[config.mk]
export PLATFORM = sky130hd
export DESIGN_NAME = charset_combination_generator
export DESIGN_NICKNAME = d
export VERILOG_FILES = /design/src/rtl/ccg_pkg.sv /design/src/rtl/ccg_ram.sv /design/src/rtl/ccg_ctrl.sv /design/src/rtl/ccg_datapath.sv /design/src/rtl/charset_combination_generator.sv
export SDC_FILE = /design/constraint.sdc
export NUM_CORES = 2
export LEC_CHECK = 0
export ABC_AREA = 0
export BUFFER_PORTS_ARGS = -buffer_cell sky130_fd_sc_hd__buf_2
export CORE_MARGIN = 5
export CORE_UTILIZATION = 65
export DETAILED_ROUTE_END_ITERATION = 10
export GPL_ROUTABILITY_DRIVEN = 1
export PLACE_DENSITY = 0.85
export REMOVE_ABC_BUFFERS = 1
export SLEW_MARGIN = 20
export SYNTH_ARGS = -nofsm -noshare
export SYNTH_HDL_FRONTEND = slang
export SYNTH_HIERARCHICAL = 1
export SYNTH_SLANG_ARGS = --single-unit
export TNS_END_PERCENT = 100
[constraint.sdc]
create_clock -name i_clk -period 21.1 [get_ports i_clk]
set_input_delay 2.11 -clock i_clk [delete_from_list [all_inputs] [get_ports i_clk]]
set_output_delay 2.11 -clock i_clk [all_outputs]
set_load 0.005 [all_outputs]
[src/rtl/ccg_pkg.sv]
// Shared types and constants of the charset combination generator.
package ccg_pkg;

    localparam int C_IDX_W     = 63;   // index and count width
    localparam int C_CFG_W     = 64;   // widest configuration register
    localparam int C_CFG_IDX_W = 3;    // configuration register index width
    localparam int C_NUM_WORDS = 6;    // charset words
    localparam int C_SIZE_W    = 6;    // charset_size register width
    localparam int C_LEN_W     = 5;    // comb_length register width
    localparam int C_DIGIT_W   = 6;    // one digit indexes the set
    localparam int C_CHAR_W    = 8;
    localparam int C_POS_W     = 4;
    localparam int C_OUT_W     = 16;   // out_char + char_position, byte padded
    localparam int C_IN_W      = 64;   // index, byte padded

    localparam logic [C_SIZE_W-1:0] C_MAX_CHARS = 6'd48;
    localparam logic [C_IDX_W-1:0]  C_SAT_MAX   = {C_IDX_W{1'b1}};
    localparam logic [5:0]          C_DIV_LAST  = 6'(C_IDX_W - 1);

    // request kinds (tuser on the slave side)
    localparam logic C_CMD_NEXT = 1'b0;
    localparam logic C_CMD_JUMP = 1'b1;

    // configuration register indexes
    localparam logic [C_CFG_IDX_W-1:0] C_REG_SIZE = 3'd6;
    localparam logic [C_CFG_IDX_W-1:0] C_REG_LEN  = 3'd7;

    // controller to datapath
    typedef struct packed {
        logic in_ready;
        logic tot_init;
        logic tot_step;
        logic jump_take;
        logic div_step;
        logic emit_start;
        logic out_char;
        logic out_status;
        logic status_ok;
        logic inc_write;
        logic cur_inc;
    } t_ctrl_cmd;

    // datapath to controller
    typedef struct packed {
        logic cfg_write;
        logic in_valid;
        logic tot_done;
        logic cmd_jump;
        logic idx_ok;
        logic cur_ok;
        logic div_digit_done;
        logic pos_zero;
        logic pos_last;
        logic out_free;
        logic inc_carry;
    } t_dp_sts;

endpackage

[src/rtl/ccg_ram.sv]
// Generic single-write, single-read RAM with registered read data.
module ccg_ram #(
    parameter int WIDTH = 8,
    parameter int DEPTH = 16
) (
    input  logic                                   i_clk,
    input  logic                                   i_we,
    input  logic [(DEPTH > 1 ? $clog2(DEPTH) : 1)-1:0] i_waddr,
    input  logic [WIDTH-1:0]                       i_wdata,
    input  logic [(DEPTH > 1 ? $clog2(DEPTH) : 1)-1:0] i_raddr,
    output logic [WIDTH-1:0]                       o_rdata
);

    logic [WIDTH-1:0] r_mem [DEPTH];
    logic [WIDTH-1:0] r_rdata;

    always_ff @(posedge i_clk) begin
        if (i_we) begin
            r_mem[i_waddr] <= i_wdata;
        end
        r_rdata <= r_mem[i_raddr];
    end

    assign o_rdata = r_rdata;

endmodule

[src/rtl/ccg_ctrl.sv]
// Sequencing state machine of the charset combination generator.
module ccg_ctrl (
    input  logic               i_clk,
    input  logic               i_rst_n,
    input  ccg_pkg::t_dp_sts   i_sts,
    output ccg_pkg::t_ctrl_cmd o_cmd
);

    typedef enum logic [10:0] {
        S_TINIT     = 11'b000_0000_0001,
        S_TOT       = 11'b000_0000_0010,
        S_IDLE      = 11'b000_0000_0100,
        S_DECODE    = 11'b000_0000_1000,
        S_DIV       = 11'b000_0001_0000,
        S_RESP_OK   = 11'b000_0010_0000,
        S_RESP_FAIL = 11'b000_0100_0000,
        S_RADDR     = 11'b000_1000_0000,
        S_RDATA     = 11'b001_0000_0000,
        S_IWAIT     = 11'b010_0000_0000,
        S_IWR       = 11'b100_0000_0000
    } t_state;

    t_state r_state;
    t_state n_state;

    always_ff @(posedge i_clk) begin
        if (!i_rst_n) begin
            r_state <= S_TINIT;
        end else begin
            r_state <= n_state;
        end
    end

    always_comb begin
        o_cmd   = '0;
        n_state = r_state;
        case (r_state)
            S_TINIT: begin
                o_cmd.tot_init = 1'b1;
                n_state        = S_TOT;
            end
            S_TOT: begin
                if (i_sts.tot_done) begin
                    n_state = S_IDLE;
                end else begin
                    o_cmd.tot_step = 1'b1;
                end
            end
            S_IDLE: begin
                o_cmd.in_ready = 1'b1;
                if (i_sts.in_valid) begin
                    n_state = S_DECODE;
                end
            end
            S_DECODE: begin
                if (i_sts.cmd_jump) begin
                    if (i_sts.idx_ok) begin
                        o_cmd.jump_take = 1'b1;
                        n_state         = S_DIV;
                    end else begin
                        n_state = S_RESP_FAIL;
                    end
                end else if (i_sts.cur_ok) begin
                    o_cmd.emit_start = 1'b1;
                    n_state          = S_RADDR;
                end else begin
                    n_state = S_RESP_FAIL;
                end
            end
            S_DIV: begin
                o_cmd.div_step = 1'b1;
                if (i_sts.div_digit_done && i_sts.pos_zero) begin
                    n_state = S_RESP_OK;
                end
            end
            S_RESP_OK: begin
                if (i_sts.out_free) begin
                    o_cmd.out_status = 1'b1;
                    o_cmd.status_ok  = 1'b1;
                    n_state          = S_IDLE;
                end
            end
            S_RESP_FAIL: begin
                if (i_sts.out_free) begin
                    o_cmd.out_status = 1'b1;
                    n_state          = S_IDLE;
                end
            end
            S_RADDR: begin
                n_state = S_RDATA;
            end
            S_RDATA: begin
                if (i_sts.out_free) begin
                    o_cmd.out_char = 1'b1;
                    if (i_sts.pos_last) begin
                        o_cmd.cur_inc = 1'b1;
                        n_state       = S_IWAIT;
                    end else begin
                        n_state = S_RADDR;
                    end
                end
            end
            S_IWAIT: begin
                n_state = S_IWR;
            end
            S_IWR: begin
                o_cmd.inc_write = 1'b1;
                if (i_sts.inc_carry && !i_sts.pos_zero) begin
                    n_state = S_IWAIT;
                end else begin
                    n_state = S_IDLE;
                end
            end
            default: begin
                n_state = S_TINIT;
            end
        endcase
        // a configuration write restarts the enumeration
        if (i_sts.cfg_write) begin
            n_state = S_TINIT;
        end
    end

endmodule

[src/rtl/ccg_datapath.sv]
// Datapath: config registers, total count, index, digit store, divider, output register.
module ccg_datapath #(
    parameter int MAX_LENGTH = 16
) (
    input  logic                               i_clk,
    input  logic                               i_rst_n,
    input  logic                               i_cfg_we,
    input  logic [ccg_pkg::C_CFG_IDX_W-1:0]    i_cfg_index,
    input  logic [ccg_pkg::C_CFG_W-1:0]        i_cfg_wdata,
    input  logic                               s_tvalid,
    input  logic [ccg_pkg::C_IN_W-1:0]         s_tdata,
    input  logic                               s_tuser,
    output logic                               m_tvalid,
    input  logic                               m_tready,
    output logic [ccg_pkg::C_OUT_W-1:0]        m_tdata,
    output logic                               m_tuser,
    output logic                               m_tlast,
    input  ccg_pkg::t_ctrl_cmd                 i_cmd,
    output ccg_pkg::t_dp_sts                   o_sts
);

    localparam int LW = (MAX_LENGTH > 1) ? $clog2(MAX_LENGTH) : 1;
    localparam int CW = $clog2(MAX_LENGTH + 1);

    // configuration
    logic [ccg_pkg::C_CFG_W-1:0]    r_cs [ccg_pkg::C_NUM_WORDS];
    logic [ccg_pkg::C_SIZE_W-1:0]   r_size;
    logic [ccg_pkg::C_LEN_W-1:0]    r_len;

    // enumeration state
    logic [ccg_pkg::C_IDX_W-1:0]    r_cur;
    logic [ccg_pkg::C_IDX_W-1:0]    r_tot;
    logic [CW-1:0]                  r_tot_cnt;
    logic                           r_tot_sat;
    logic                           r_cmd;
    logic [ccg_pkg::C_IDX_W-1:0]    r_idx;
    logic [ccg_pkg::C_IDX_W-1:0]    r_div;
    logic [ccg_pkg::C_DIGIT_W-1:0]  r_rem;
    logic [5:0]                     r_div_cnt;
    logic [LW-1:0]                  r_pos;
    logic [MAX_LENGTH-1:0]          r_valid;

    // output register
    logic                           r_out_valid;
    logic [ccg_pkg::C_CHAR_W-1:0]   r_out_char;
    logic [ccg_pkg::C_POS_W-1:0]    r_out_pos;
    logic                           r_out_ok;
    logic                           r_out_last;

    logic [ccg_pkg::C_SIZE_W-1:0]   w_size;
    logic [6:0]                     w_len_wide;
    logic [CW-1:0]                  w_len;
    logic [LW-1:0]                  w_lastpos;
    logic [ccg_pkg::C_IDX_W+ccg_pkg::C_SIZE_W-1:0] w_prod;
    logic                           w_prod_ovf;
    logic [ccg_pkg::C_DIGIT_W:0]    w_r2;
    logic                           w_ge;
    logic [ccg_pkg::C_DIGIT_W-1:0]  w_rnew;
    logic                           w_div_last;
    logic [ccg_pkg::C_DIGIT_W-1:0]  w_rdata;
    logic [ccg_pkg::C_DIGIT_W-1:0]  w_digit;
    logic [ccg_pkg::C_DIGIT_W:0]    w_digit_inc;
    logic                           w_carry;
    logic [2:0]                     w_word;
    logic [ccg_pkg::C_CHAR_W-1:0]   w_char;
    logic                           w_ram_we;
    logic [ccg_pkg::C_DIGIT_W-1:0]  w_ram_wdata;
    logic                           w_accept;

    // effective size and length
    always_comb begin
        w_size = (r_size > ccg_pkg::C_MAX_CHARS) ? ccg_pkg::C_MAX_CHARS : r_size;
        if (r_len == '0) begin
            w_len_wide = 7'd1;
        end else if (7'(r_len) > 7'(MAX_LENGTH)) begin
            w_len_wide = 7'(MAX_LENGTH);
        end else begin
            w_len_wide = 7'(r_len);
        end
    end
    assign w_len     = w_len_wide[CW-1:0];
    assign w_lastpos = LW'(w_len_wide - 7'd1);

    // one power step per cycle, saturating
    assign w_prod     = r_tot * w_size;
    assign w_prod_ovf = (w_size != '0) &&
                        (w_prod > {{ccg_pkg::C_SIZE_W{1'b0}}, ccg_pkg::C_SAT_MAX});

    // restoring division, one quotient bit per cycle
    assign w_r2       = {r_rem, r_div[ccg_pkg::C_IDX_W-1]};
    assign w_ge       = (w_r2 >= {1'b0, w_size});
    assign w_rnew     = w_ge ? ccg_pkg::C_DIGIT_W'(w_r2 - {1'b0, w_size})
                             : w_r2[ccg_pkg::C_DIGIT_W-1:0];
    assign w_div_last = (r_div_cnt == ccg_pkg::C_DIV_LAST);

    // digit store read; unwritten entries read as zero
    assign w_digit     = r_valid[r_pos] ? w_rdata : '0;
    assign w_digit_inc = {1'b0, w_digit} + 7'd1;
    assign w_carry     = (w_digit_inc == {1'b0, w_size});

    // character lookup, word wraps modulo the word count
    assign w_word = (w_digit[5:3] >= 3'd6) ? (w_digit[5:3] - 3'd6) : w_digit[5:3];
    assign w_char = r_cs[w_word][{w_digit[2:0], 3'b000} +: ccg_pkg::C_CHAR_W];

    assign w_ram_we    = (i_cmd.div_step && w_div_last) || i_cmd.inc_write;
    assign w_ram_wdata = i_cmd.inc_write ? (w_carry ? '0 : w_digit_inc[ccg_pkg::C_DIGIT_W-1:0])
                                         : w_rnew;

    assign w_accept = i_cmd.in_ready && s_tvalid;

    ccg_ram #(
        .WIDTH (ccg_pkg::C_DIGIT_W),
        .DEPTH (MAX_LENGTH)
    ) u_digits (
        .i_clk   (i_clk),
        .i_we    (w_ram_we),
        .i_waddr (r_pos),
        .i_wdata (w_ram_wdata),
        .i_raddr (r_pos),
        .o_rdata (w_rdata)
    );

    // configuration and control state
    always_ff @(posedge i_clk) begin
        if (!i_rst_n) begin
            for (int i = 0; i < ccg_pkg::C_NUM_WORDS; i++) begin
                r_cs[i] <= '0;
            end
            r_size  <= ccg_pkg::C_SIZE_W'(1);
            r_len   <= ccg_pkg::C_LEN_W'(1);
            r_cur   <= '0;
            r_valid <= '0;
        end else if (i_cfg_we) begin
            case (i_cfg_index)
                ccg_pkg::C_REG_SIZE: r_size <= i_cfg_wdata[ccg_pkg::C_SIZE_W-1:0];
                ccg_pkg::C_REG_LEN:  r_len  <= i_cfg_wdata[ccg_pkg::C_LEN_W-1:0];
                default:             r_cs[i_cfg_index] <= i_cfg_wdata;
            endcase
            r_cur   <= '0;
            r_valid <= '0;
        end else begin
            if (i_cmd.jump_take) begin
                r_cur <= r_idx;
            end else if (i_cmd.cur_inc) begin
                r_cur <= r_cur + 1'b1;
            end
            if (w_ram_we) begin
                r_valid[r_pos] <= 1'b1;
            end
        end
    end

    // total count, request latch, divider and position
    always_ff @(posedge i_clk) begin
        if (i_cmd.tot_init) begin
            r_tot     <= ccg_pkg::C_IDX_W'(1);
            r_tot_cnt <= '0;
            r_tot_sat <= 1'b0;
        end else if (i_cmd.tot_step) begin
            r_tot_cnt <= r_tot_cnt + 1'b1;
            if (w_prod_ovf) begin
                r_tot     <= ccg_pkg::C_SAT_MAX;
                r_tot_sat <= 1'b1;
            end else begin
                r_tot <= w_prod[ccg_pkg::C_IDX_W-1:0];
            end
        end

        if (w_accept) begin
            r_cmd <= s_tuser;
            r_idx <= s_tdata[ccg_pkg::C_IDX_W-1:0];
        end

        if (i_cmd.jump_take) begin
            r_div     <= r_idx;
            r_rem     <= '0;
            r_div_cnt <= '0;
            r_pos     <= w_lastpos;
        end else if (i_cmd.div_step) begin
            r_div <= {r_div[ccg_pkg::C_IDX_W-2:0], w_ge};
            if (w_div_last) begin
                r_rem     <= '0;
                r_div_cnt <= '0;
                if (r_pos != '0) begin
                    r_pos <= r_pos - 1'b1;
                end
            end else begin
                r_rem     <= w_rnew;
                r_div_cnt <= r_div_cnt + 1'b1;
            end
        end else if (i_cmd.emit_start) begin
            r_pos <= '0;
        end else if (i_cmd.out_char) begin
            if (r_pos != w_lastpos) begin
                r_pos <= r_pos + 1'b1;
            end
        end else if (i_cmd.inc_write) begin
            if (w_carry && (r_pos != '0)) begin
                r_pos <= r_pos - 1'b1;
            end
        end
    end

    // output register
    always_ff @(posedge i_clk) begin
        if (!i_rst_n) begin
            r_out_valid <= 1'b0;
        end else if (i_cmd.out_char || i_cmd.out_status) begin
            r_out_valid <= 1'b1;
        end else if (m_tready) begin
            r_out_valid <= 1'b0;
        end
    end

    always_ff @(posedge i_clk) begin
        if (i_cmd.out_char) begin
            r_out_char <= w_char;
            r_out_pos  <= ccg_pkg::C_POS_W'(r_pos);
            r_out_ok   <= 1'b1;
            r_out_last <= (r_pos == w_lastpos);
        end else if (i_cmd.out_status) begin
            r_out_char <= '0;
            r_out_pos  <= '0;
            r_out_ok   <= i_cmd.status_ok;
            r_out_last <= 1'b1;
        end
    end

    assign m_tvalid = r_out_valid;
    assign m_tdata  = {{(ccg_pkg::C_OUT_W - ccg_pkg::C_CHAR_W - ccg_pkg::C_POS_W){1'b0}},
                       r_out_pos, r_out_char};
    assign m_tuser  = r_out_ok;
    assign m_tlast  = r_out_last;

    always_comb begin
        o_sts                = '0;
        o_sts.cfg_write      = i_cfg_we;
        o_sts.in_valid       = s_tvalid;
        o_sts.tot_done       = r_tot_sat || (r_tot_cnt == w_len);
        o_sts.cmd_jump       = (r_cmd == ccg_pkg::C_CMD_JUMP);
        o_sts.idx_ok         = (r_idx < r_tot);
        o_sts.cur_ok         = (r_cur < r_tot);
        o_sts.div_digit_done = w_div_last;
        o_sts.pos_zero       = (r_pos == '0);
        o_sts.pos_last       = (r_pos == w_lastpos);
        o_sts.out_free       = !r_out_valid || m_tready;
        o_sts.inc_carry      = w_carry;
    end

endmodule

[src/rtl/charset_combination_generator.sv]
// Top level of the charset combination generator: controller plus datapath.
//
// Use:
//   Configure through i_cfg_we/i_cfg_index/i_cfg_wdata (charset words 0..5,
//   size, length). Every write restarts the enumeration at index zero and
//   recomputes the string count, size ** length saturated at 2^63-1; no
//   request is taken while the count is being computed.
//   Slave stream: s_tuser selects next (0) or jump (1), s_tdata carries the
//   jump index. A next request returns one result per character, leftmost
//   first, tlast on the final one, then advances the index. An exhausted next
//   and every jump return a single status result (tuser = ok, tlast = 1).
//   Sequence: a next is decoded, then each character passes through the
//   registered digit store read, then the increment ripples through 1 to
//   length digits. A jump runs the restoring divider for each digit.
//   One request is worked on at a time; the next request is taken while the
//   last result still sits in the output register.
//   A stalled receiver (m_tready low) freezes the sequencer at the output
//   register; nothing is dropped. Reset restores the default configuration
//   (size 1, length 1) and runs the count computation before the first request.
module charset_combination_generator #(
    parameter int MAX_LENGTH = 16
) (
    input  logic                            i_clk,
    input  logic                            i_rst_n,
    // configuration write port
    input  logic                            i_cfg_we,
    input  logic [ccg_pkg::C_CFG_IDX_W-1:0] i_cfg_index,
    input  logic [ccg_pkg::C_CFG_W-1:0]     i_cfg_wdata,
    // request stream
    input  logic                            s_tvalid,
    output logic                            s_tready,
    input  logic [ccg_pkg::C_IN_W-1:0]      s_tdata,   // [62:0] index, [63] zero
    input  logic                            s_tuser,   // [0] command
    // result stream
    output logic                            m_tvalid,
    input  logic                            m_tready,
    output logic [ccg_pkg::C_OUT_W-1:0]     m_tdata,   // [7:0] out_char, [11:8] char_position
    output logic                            m_tuser,   // [0] ok
    output logic                            m_tlast
);

    ccg_pkg::t_ctrl_cmd w_cmd;
    ccg_pkg::t_dp_sts   w_sts;

    ccg_ctrl u_ctrl (
        .i_clk   (i_clk),
        .i_rst_n (i_rst_n),
        .i_sts   (w_sts),
        .o_cmd   (w_cmd)
    );

    ccg_datapath #(
        .MAX_LENGTH (MAX_LENGTH)
    ) u_dp (
        .i_clk       (i_clk),
        .i_rst_n     (i_rst_n),
        .i_cfg_we    (i_cfg_we),
        .i_cfg_index (i_cfg_index),
        .i_cfg_wdata (i_cfg_wdata),
        .s_tvalid    (s_tvalid),
        .s_tdata     (s_tdata),
        .s_tuser     (s_tuser),
        .m_tvalid    (m_tvalid),
        .m_tready    (m_tready),
        .m_tdata     (m_tdata),
        .m_tuser     (m_tuser),
        .m_tlast     (m_tlast),
        .i_cmd       (w_cmd),
        .o_sts       (w_sts)
    );

    // request accepted only in idle
    assign s_tready = w_cmd.in_ready;

endmodule

==> results.ini <==
[run_status]
status = complete, no violations

[cts]
cts_tree = done
clk_path_buf_depth = 3
htreeDepth = 3
clk_pin_slew_ns = 0.07
post-cts-setup-buffers = 0
cts_buffers = 83
postCtsHoldBufs = 0
ctsResizeCount = 0
cts_sinks = 814
clock-root-buffer = clkbuf_16
clock_latency_ns = 0.69

[critical_path]
critPathKind = reg -> reg
cp-start-kind = flop
cp-end-kind = flop
crit_arrival_ns = 9.29
cp_max_fo = 33
worstPathRequired_ns = 21.56

[layout]
num-fill-cells = 5137
drive_above_1_share_pct = 8.78
layout_commonest_cell = nor2_1
syn_to_final_growth_pct = 8.35
nets = 5486
final_cell_mix = nor2_1, edfxtp_1, inv_1
final_area_mm2 = 0.0540

[pwr]
peakVddDrop_v = 0.0000703
power.total_w = 0.00346
power_frac_clock_pct = 43.8
sequentialPowerShare_pct = 51.7
p_int_w = 0.00267
comb_power_share_pct = 4.5
p_sw_share_pct = 22.7
switching_power_w = 0.000784
powerDensity_mw_per_mm2 = 64.1
leakage_nw = 22.1

[logic_synthesis]
synth_top_area_share_pct = 37.6
async_flop_share_pct = 0
synthXorXnorAreaFrac_pct = 2.58
synth_compound_area_share_pct = 10.6
seq_area_frac_synth_pct = 45.3
synth_area_leaders = edfxtp_1, fa_1, dfxtp_1, nor2_1, ha_1
syn_area_per_cell_um2 = 10.2
ys_ff_latch = 814
synth-simple-area-share_pct = 15.3
synth_area_leader_cell = edfxtp_1
synth_edf_count = 624
synth_top_family_by_area = adder cells
synth_warnings = 6
synth_fa_ha_area_share_pct = 15.3
syn_area_mm2 = 0.0498
yosys-mux-area-fraction_pct = 5.03
syn_inst = 4884
ys_types = 90
synth-main-ff-cell = edfxtp_1

[routing]
route.detailed.wl_per_inst_um = 21.6
vias = 37900
dr.pass1.iters = 7
wl_mm = 129
ant_nets = 0
vias_per_cell = 6.33
drtIter0Drc = 4551
drc_errors = 0

[timing]
finalCriticalPeriod_ns = 8.83
relSlewSlack_pct = 19.3
finalCritPeriodShare_pct = 41.8
worst_slew_pin_slew_ns = 1.21
setup_tns_ns = 0
fin_skew_ns = 0.0821
rsz0062_at_grt = false
fmax_mhz = 113
slew_violations = 0
hold_viol = 0
setup_viol = 0

[placement]
dp_hpwl_mm = 81.5
place_congestion = 0.960
portBuffers = 151
dpl_cell_area_mm2 = 0.0511

[die]
die_area_mm2 = 0.0823
coreArea_mm2 = 0.0759
placementRows = 101
die_w_um = 287
die_h_um = 287
start_util_pct = 65.6
io_pins = 157

[global_routing]
grt_max_degree = 154
antenna_found_initial = 6
grt_pass1_vias = 37800
track_usage_pct = 30.8
grt_pass1_wl_mm = 202
overflow = 0

[min_path]
min_path_type = reg -> reg

[job]
drv_cap = 0

sequential cells by signal, indices dropped and copies added, names as in the netlist:
signal / cells
u_dp/r_div_cnt: 6
u_dp/u_digits/o_rdata: 6
u_dp/r_valid: 16
u_ctrl/r_state: 11
u_dp/r_div: 63
u_dp/r_tot: 63
u_dp/r_pos: 4
u_dp/m_tuser: 1
u_dp/r_cur: 63
u_dp/r_out_char: 8
u_dp/m_tlast: 1
u_dp/r_idx: 63
u_dp/r_rem: 6
u_dp/r_len: 5
u_dp/r_cmd: 1
u_dp/r_cs: 384
u_dp/r_size: 6
u_dp/r_out_pos: 4
u_dp/r_tot_cnt: 5
u_dp/r_tot_sat: 1
u_dp/m_tvalid: 1
u_dp/u_digits/r_mem: 96
path summary, 6_finish.rpt:
| path | start | endpoint | slack (ns) | depth (start not counted) |
|---|---|---|---|---|
| worst min register to register | u_dp/r_valid[3]$_SDFFE_PP0P_ | u_dp/r_valid[3]$_SDFFE_PP0P_ | 0.47 | 2 |
| worst max register to register | u_dp/r_size[4]$_SDFFE_PN0P_ | u_dp/r_tot[22]$_SDFFE_PP0P_ | 12.27 | 22 |
| worst max-delay path | u_dp/r_size[4]$_SDFFE_PN0P_ | u_dp/r_tot[22]$_SDFFE_PP0P_ | 12.27 | 22 |
| worst min-delay path | u_dp/r_valid[3]$_SDFFE_PP0P_ | u_dp/r_valid[3]$_SDFFE_PP0P_ | 0.47 | 2 |
worst max-delay path, cell delays in order (launching register included):
cell and delay (ns):
dfxtp_1 0.58, nand2_1 0.20, and2_1 0.36, inv_2 0.54
buf_4 0.53, nor2_1 0.15, fa_1 0.55, fa_1 0.49
inv_1 0.05, fa_1 0.53, inv_1 0.04, ha_1 0.41
nand4_1 0.20, nor4_1 0.41, nand2_1 0.10, a211oi_1 0.77
o211ai_1 0.22, and2_1 0.22, a2111o_1 0.40, nor4_2 0.41
or2_1 0.67, buf_4 0.53, a311oi_1 0.18
routing by layer:
| metal | vias to the layer above | global-route usage [%] | routed length (um) |
|---|---|---|---|
| met3 | 439 | 6.99 | 15100 |
| li1 | 16900 | - | - |
| met4 | 8 | 13.2 | 5850 |
| met5 | - | 0 | 60 |
| met2 | 2353 | 50.4 | 60700 |
| met1 | 18200 | 39.9 | 47400 |
metrics by stage:
step	instances	setup WS, ns	hold slack (ns)	util, %
2_1_floorplan	4616	10.49	0.426	-
3_3_place_gp	5828	12.72	0.443	67.2
5_1_grt	5986	12.04	0.495	71.0
4_1_cts	5986	12.54	0.468	71.0
3_5_place_dp	5831	12.65	0.454	67.3
6_report	5988	12.27	0.466	71.1
Yosys cell counts, types with 16 or more instances:
cell      count
dfxtp_1     190
nand3_1      45
a222oi_1     24
nor3_1       34
and2_1       89
nand2_1     446
buf_2        30
nand2b_1     31
a31oi_1      57
a32oi_1      16
a211oi_1     19
ha_1        217
fa_1        246
buf_1        24
o221ai_1     17
edfxtp_1    624
nand4_1      70
o22ai_1      35
mux2_2       44
xor2_1       74
mux2i_1     131
and3_1       29
nor2_1      850
inv_1       454
a21o_1       74
and4_1       19
or3_1        19
xnor2_1      73
a311oi_1     43
a221oi_1     27
a21boi_0     21
clkinv_1     20
nor2b_1      44
o21ai_0     132
a32o_1       24
clkbuf_1    197
mux4_2       17
a21oi_1     190
cell type report:
| class | instances | area (um2) | area share [%] |
|---|---|---|---|
| Multi-Input combinational cell | 3327 | 24500 | 45.4 |
| Sequential cell | 814 | 22500 | 41.8 |
| Clock buffer | 100 | 2160 | 4.00 |
| Inverter | 475 | 1780 | 3.30 |
| Tap cell | 1030 | 1290 | 2.39 |
| Timing Repair Buffer | 185 | 1020 | 1.89 |
| Clock inverter | 55 | 674 | 1.25 |
| Antenna cell | 2 | 5.00 | 0.00927 |
power by group through the flow:
stage	logic, W	clock network, W	registers, W
5_1_grt	0.000168	0.00161	0.00179
2_1_floorplan	0.0000905	0	0.00182
3_3_place_gp	0.000146	0	0.00182
6_report	0.000157	0.00151	0.00179
3_5_place_dp	0.000151	0	0.00182
4_1_cts	0.000153	0.00153	0.00179
kinds of logic (layout without fill, tap and decap cells):
| kind of cell | Yosys count | count (layout) |
|---|---|---|
| simple gates | 1729 | 1729 |
| flops | 814 | 814 |
| compound gates | 780 | 780 |
| buf+inv | 746 | 815 |
| fa+ha+maj | 463 | 463 |
| mux | 204 | 204 |
| xor+xnor | 147 | 147 |
| other cells | 1 | 6 |
(Power assumes the default switching activity.)
